`config.mk`:
```
export PLATFORM = sky130hd
export DESIGN_NAME = pli_div
export DESIGN_NICKNAME = d
export VERILOG_FILES = /design/src/rtl/profile_linear_interpolator_macros.svh /design/src/rtl/pli_pkg.sv /design/src/rtl/pli_div.sv
export SDC_FILE = /design/constraint.sdc
export NUM_CORES = 1
export LEC_CHECK = 0
export ABC_AREA = 1
export BUFFER_PORTS_ARGS = -buffer_cell sky130_fd_sc_hd__buf_2
export CAP_MARGIN = 40
export CORE_MARGIN = 2
export CORE_UTILIZATION = 52
export DETAILED_ROUTE_END_ITERATION = 16
export PLACE_DENSITY = 0.77
export SYNTH_ARGS = -nofsm -noshare
export SYNTH_HDL_FRONTEND = slang
export SYNTH_SLANG_ARGS = --single-unit
```
`constraint.sdc`:
```
create_clock -name clk -period 2.6 [get_ports clk]
set_clock_uncertainty 0.2 [all_clocks]
set_input_delay 0.52 -clock clk [delete_from_list [all_inputs] [get_ports clk]]
set_output_delay 0.52 -clock clk [all_outputs]
set_load 0.02 [all_outputs]
```
`src/rtl/profile_linear_interpolator_macros.svh`:
```
// assertion macros for the profile interpolator
`ifndef PROFILE_LINEAR_INTERPOLATOR_MACROS_SVH
`define PROFILE_LINEAR_INTERPOLATOR_MACROS_SVH

// same-cycle implication, checked outside reset
`define PLI_ASSERT_SAME(lbl, ante, cons, msg) \
  lbl: assert property (@(posedge clk) disable iff (!rst_n) (ante) |-> (cons)) \
    else $error(msg);

// next-cycle implication, checked outside reset
`define PLI_ASSERT_NEXT(lbl, ante, cons, msg) \
  lbl: assert property (@(posedge clk) disable iff (!rst_n) (ante) |=> (cons)) \
    else $error(msg);

`endif

```
`src/rtl/pli_pkg.sv`:
```
// shared constants and types for the profile interpolator
`timescale 1ns / 1ps

package pli_pkg;

  localparam int NUM_POINTS = 32;
  localparam int IDX_W      = $clog2(NUM_POINTS);
  localparam int VAL_W      = 32;
  localparam int DIFF_W     = VAL_W + 1;
  localparam int MAG_W      = VAL_W;
  localparam int PROD_W     = 2 * MAG_W;
  localparam int QUO_W      = 34;
  localparam int DIV_STEPS  = QUO_W;
  localparam int CNT_W      = $clog2(DIV_STEPS + 1);
  localparam int SUM_W      = QUO_W + 1;

  localparam logic [IDX_W-1:0] IDX_FIRST = IDX_W'(1);
  localparam logic [IDX_W-1:0] IDX_LAST  = IDX_W'(NUM_POINTS - 1);

  // quotient clamp, 2^33
  localparam logic [QUO_W-1:0] QUO_CLAMP = {2'b10, {(QUO_W-2){1'b0}}};

  localparam logic OP_WRITE = 1'b0;
  localparam logic OP_QUERY = 1'b1;

  typedef struct packed {
    logic start;
  } div_ctrl_t;

  typedef struct packed {
    logic busy;
    logic done;
  } div_stat_t;

endpackage

```
`src/rtl/pli_div.sv`:
```
// radix-2 restoring divider with quotient clamp
`timescale 1ns / 1ps

module pli_div (
  input  logic                      clk,
  input  logic                      rst_n,
  input  pli_pkg::div_ctrl_t        ctrl,
  input  logic [pli_pkg::PROD_W-1:0] dividend,
  input  logic [pli_pkg::MAG_W-1:0]  divisor,
  output pli_pkg::div_stat_t        stat,
  output logic [pli_pkg::QUO_W-1:0]  quotient
);
  import pli_pkg::*;

  localparam int HI_W = PROD_W - QUO_W;

  logic [MAG_W:0]   rem_r;
  logic [QUO_W-1:0] qd_r;
  logic [MAG_W-1:0] dvs_r;
  logic [CNT_W-1:0] cnt_r;
  logic             run_r;
  logic             done_r;
  logic             ovf_r;

  logic [MAG_W:0]   shifted;
  logic             fits;
  logic             ovf_nxt;

  assign ovf_nxt = {{(MAG_W-HI_W){1'b0}}, dividend[PROD_W-1:QUO_W]} >= divisor;
  assign shifted = {rem_r[MAG_W-1:0], qd_r[QUO_W-1]};
  assign fits    = shifted >= {1'b0, dvs_r};

  always_ff @(posedge clk) begin
    if (!rst_n) begin
      run_r  <= 1'b0;
      done_r <= 1'b0;
      cnt_r  <= '0;
    end else begin
      done_r <= 1'b0;
      if (ctrl.start) begin
        // quotient would reach 2^34: clamp without iterating
        run_r  <= !ovf_nxt;
        done_r <= ovf_nxt;
        cnt_r  <= CNT_W'(DIV_STEPS);
      end else if (run_r) begin
        cnt_r <= cnt_r - CNT_W'(1);
        if (cnt_r == CNT_W'(1)) begin
          run_r  <= 1'b0;
          done_r <= 1'b1;
        end
      end
    end
  end

  always_ff @(posedge clk) begin
    if (ctrl.start) begin
      rem_r <= {{(MAG_W+1-HI_W){1'b0}}, dividend[PROD_W-1:QUO_W]};
      qd_r  <= dividend[QUO_W-1:0];
      dvs_r <= divisor;
      ovf_r <= ovf_nxt;
    end else if (run_r) begin
      rem_r <= fits ? (shifted - {1'b0, dvs_r}) : shifted;
      qd_r  <= {qd_r[QUO_W-2:0], fits};
    end
  end

  assign quotient  = (ovf_r || qd_r > QUO_CLAMP) ? QUO_CLAMP : qd_r;
  assign stat.busy = run_r;
  assign stat.done = done_r;

endmodule
```
; After elaboration in Yosys (flattened, before gate mapping)
; Index checks and enable logic that the tools add are counted.
[word_totals]
input_bits = 99
register_bits = 107
out_inout_bits = 36
[classes]
order_cmp = 3
n_bitwise = 1
n_mux = 14
n_eq_ne = 1
n_addsub = 2
reduce_logical = 4
[ops]
columns = op, count
row1 = $mux 34, 3
row2 = $mux 30, 2
row3 = $gt 34x34->1 const B, 1
row4 = $ge 33x32->1, 1
row5 = $ge 30x32->1, 1
row6 = $mux 32, 1
row7 = $sub 32x32->32, 1
row8 = $mux 6, 2
row9 = $eq 6x1->1 const B, 1
row10 = $mux 1, 6
row11 = $sub 6x1->6 const B, 1
row12 = $reduce_bool 2->1, 1
row13 = $reduce_or 2->1, 1
row14 = $logic_not 1->1, 1
row15 = $logic_or 1x1->1, 1
row16 = $not 1->1, 1

; Logic depth before layout (Yosys ltp)
[logic_depth]
depth_word = 4
ltp_mapped = 17

; Worst setup path after synthesis
; OpenSTA, ideal clock, no wires.
[synth_timing]
kind = input-to-reg
startpoint = in ctrl
endpoint = reg qd_r[0] (enable)
path_buffers = 1
t_arrival_ns = 2.162
slack_ns = -0.181
setup_ns = 0.419
stages = 3
cell_sequence = clkbuf_1 -> nor2_1 -> inv_1
[synth_between]
elab_chain_cells = 1
[synth_rtl]
columns = element, line
row1 = start: declaration, pli_div.sv:7  ; input pli_pkg::div_ctrl_t ctrl,
row2 = $reduce_bool 2->1 (no line), --
row3 = end signal: assignment, pli_div.sv:58  ; qd_r <= dividend[QUO_W-1:0];
row4 = end signal: assignment, pli_div.sv:63  ; qd_r <= {qd_r[QUO_W-2:0], fits};
row5 = end: declaration, pli_div.sv:18  ; logic [QUO_W-1:0] qd_r;
; No other way between the ends.
; A chain may end at the register's enable or synchronous reset.

; Final worst setup path
[layout_timing]
startpoint = reg qd_r[12]
endpoint = out quotient[18] in the netlist's numbering
[layout_between]
elab_chain_cells = 3
[layout_rtl]
columns = element, line
row1 = $gt 34x34->1, pli_div.sv:67  ; assign quotient = (ovf_r || qd_r > QUO_CLAMP) ? QUO_CLAMP : qd_r;
row2 = $logic_or 1x1->1, pli_div.sv:67
row3 = $mux 34, pli_div.sv:67
row4 = end: declaration, pli_div.sv:11  ; output logic [pli_pkg::QUO_W-1:0] quotient
; No other way between the ends.

==> results.py <==
metrics = {
    "setup_path": {
        "cpPeakStageDelay_ns": 0.42,
        "crit_family": "simple AND/OR/NAND/NOR gates",
        "cp-start-kind": "register",
        "worstPathRequired_ns": 1.88,
        "cpMostUsedCell": "nand4_1",
        "ff2ff_setup_slack_ns": 0.07,
        "crit_buf_inv": 3,
        "endpoint_kind": "output port",
        "cp_slowest_cell": "edfxtp_1",
        "r2r_start": "rem_r[28]",
        "critical_path_class": "reg2out",
        "cp_cell_sequence": "inv_2 -> nand4_1 -> nor3_2 -> nand4_1 -> o21a_4 -> clkbuf_16 -> nor2_2 -> buf_4",
        "cp_max_fo": 7,
        "reg2reg_depth": 11,
        "r2r-end": "rem_r[26]",
        "arrival_ns": 2.13,
    },
    "outcome": {
        "violations": "negative setup slack",
        "status": "complete, but fails checks",
    },
    "grt": {
        "grtUsageTotal_pct": 27.4,
        "grt_pass1_vias": 7631,
        "grt_max_degree": 88,
        "antenna_found_initial": 0,
        "grt_pass1_wl_um": 36400,
        "overflow": 0,
    },
    "pwr": {
        "powerDensity_mw_per_mm2": 691,
        "finalPower_mw": 7.43,
        "p_leak_nw": 5.45,
        "ir_drop_uv": 394,
    },
    "synth": {
        "synth-edff-count": 97,
        "ys_seq_area_share_pct": 37.6,
        "yosys-mux-area-fraction_pct": 0,
        "syn_nets": 1330,
        "synth_ff_type": "edfxtp_1",
        "yosysMostFrequentCell": "nand2_1",
        "synth.distinct_cells": 37,
        "yosys.area.top_type_share_pct": 35.2,
        "synth_top_family_by_area": "simple AND/OR/NAND/NOR gates",
        "netlist_area_mm2": 0.00828,
        "synth_compound_area_share_pct": 5.50,
        "synth-warning-count": 0,
        "synthCells": 1166,
        "synth.largest_area_cell": "edfxtp_1",
        "syn_avg_cell_area_um2": 7.10,
        "ys_ff_latch": 107,
        "ys_top_cells_by_count": "nand2_1, inv_1, edfxtp_1",
        "synth_fa_ha_area_share_pct": 9.92,
        "synth_xor_area_share_pct": 1.80,
        "ys_top_cells_by_area": "edfxtp_1, nand2_1, inv_1, ha_1, nor2_1",
        "async_flop_share_pct": 0,
        "synth-simple-area-share_pct": 33.3,
    },
    "sta": {
        "worst_slew_pin_slew_ns": 0.395,
        "final.period_utilization_pct": 110,
        "hold_viol_final": 0,
        "rsz0062_at_grt": "yes",
        "finalMaxSlewViolations": 0,
        "setup-violations-final": 33,
        "fin_hold_ws_ns": 0.142,
        "clock.fmax_mhz": 350,
        "final.setup.worst_slack_ns": -0.253,
        "max_slew_margin_pct": 73.6,
        "tns_ns": -5.83,
        "min_period_ns": 2.85,
    },
    "finish": {
        "final_cells": 1567,
        "design_area_mm2": 0.0108,
        "nFillCells": 1243,
        "final_core_util_pct": 68.5,
        "insertedDiodeCount": 0,
        "syn_to_final_growth_pct": 30.0,
        "drive_gt1_share_pct": 24.2,
        "nets": 1510,
    },
    "floorplanning": {
        "die_h_um": 130,
        "fp.dieW_um": 130,
        "initial_utilization_pct": 52.7,
        "die-area_mm2": 0.0169,
        "rows": 46,
        "num_io_pins": 135,
        "coreArea_mm2": 0.0157,
    },
    "clock_tree": {
        "htree_levels": 3,
        "hold_buffers": 0,
        "clock_path_buffers": 2,
        "cts_made_buffers": 9,
        "worstSkewPairLatency_ns": 0.36,
        "clkSinkCount": 107,
        "path_clk_slew_ns": 0.08,
        "cts_tree": "done",
        "cts-root-buf": "clkbuf_16",
    },
    "min_path": {
        "worstHoldPathCells": 1,
        "hold_end": "dvs_r[3]",
        "min_from": "divisor[3]",
        "hp-class": "in2reg",
    },
    "place": {
        "postPlaceCellArea_mm2": 0.00946,
        "routabilityCongestion": 0.974,
        "dp.final_hpwl_um": 17200,
        "io_buffers": 134,
        "dpl.cell_count": 1533,
        "place_ws_ns": -0.123,
    },
    "run": {
        "maxCapViolCount": 0,
    },
    "drt": {
        "wl_per_cell_um": 15.8,
        "ant_nets": 0,
        "routed_via_density": 5.19,
        "drc": 0,
        "wirelength_um": 24800,
        "vias": 8127,
        "drt_first_pass_iters": 5,
        "drt_iter0_drc": 747,
    },
}
-- state kept, by name, summed over array words and instances, names as in the netlist --
name and cells:
qd_r 34, ovf_r 1, rem_r 32, done_r 1, dvs_r 32, run_r 1, cnt_r 6
-- power by group --
part / switching, mW / internal, mW / leakage (nW)
clock network: 0.678 / 0.761 / 0.144
logic: 2.10 / 1.55 / 4.24
registers: 0.175 / 2.17 / 1.06
total: 2.95 / 4.48 / 5.45
-- layout by cell type, fill, tap and decap left out, types with 3 or more instances in the layout --
| master | n |
|---|---|
| nor2_4 | 16 |
| xnor2_1 | 15 |
| nand2_2 | 17 |
| nor3_2 | 4 |
| buf_6 | 18 |
| nor2_1 | 59 |
| inv_1 | 207 |
| nand4_1 | 7 |
| a21oi_2 | 3 |
| nand3_1 | 54 |
| clkbuf_16 | 12 |
| ha_4 | 26 |
| ha_1 | 38 |
| a21oi_1 | 33 |
| o21ai_0 | 40 |
| dfxtp_1 | 10 |
| inv_2 | 13 |
| nand2_1 | 394 |
| nor3_1 | 8 |
| o21bai_1 | 3 |
| nor2_2 | 18 |
| nand3_2 | 4 |
| buf_4 | 71 |
| buf_2 | 100 |
| and2_1 | 4 |
| buf_12 | 6 |
| nand3b_1 | 42 |
| edfxtp_1 | 97 |
-- timing repair --
action,CTS,global route
resized for setup,62,120
buffers inserted,4,9
setup endpoints to repair,48,64
pin swaps,2,24
gates cloned,0,5
-- layer usage --
metal  vias to the layer above  wire length, um  global-route usage (%)
met5                         -                0                       0
met4                         0              554                    6.45
met3                        50             1760                    5.17
met2                       333            12200                    47.9
met1                      3719            10200                    35.3
li1                       4025                -                       -
-- logic make-up after synthesis --
kind of cell / count (synthesis)
AOI/OAI and AO/OA: 86
adders and majority gates: 65
and+or+nand+nor: 640
DFF: 107
xor gates and xnor gates: 17
buffers and inverters: 251
-- worst max path at each step --
stage	end	depth (start not counted)	slack [ns]	start
after global placement	rem_r[28]	14	-0.09	qd_r[33]
final	quotient[18]	8	-0.25	qd_r[12]
after floorplan	qd_r[0]	3	0.03	ctrl
after CTS	quotient[5]	8	-0.12	qd_r[11]
after detailed placement	rem_r[28]	14	-0.12	qd_r[33]
after global routing	quotient[18]	8	-0.29	qd_r[12]
-- layout make-up --
type	instances	area [um^2]	area share, %
Clock buffer	10	229	2.13
Tap cell	216	270	2.51
Sequential cell	107	3110	28.9
Timing Repair Buffer	198	1430	13.3
Multi-Input combinational cell	808	4800	44.7
Clock inverter	6	72.6	0.675
Inverter	222	837	7.78
(Power assumes the default switching activity.)
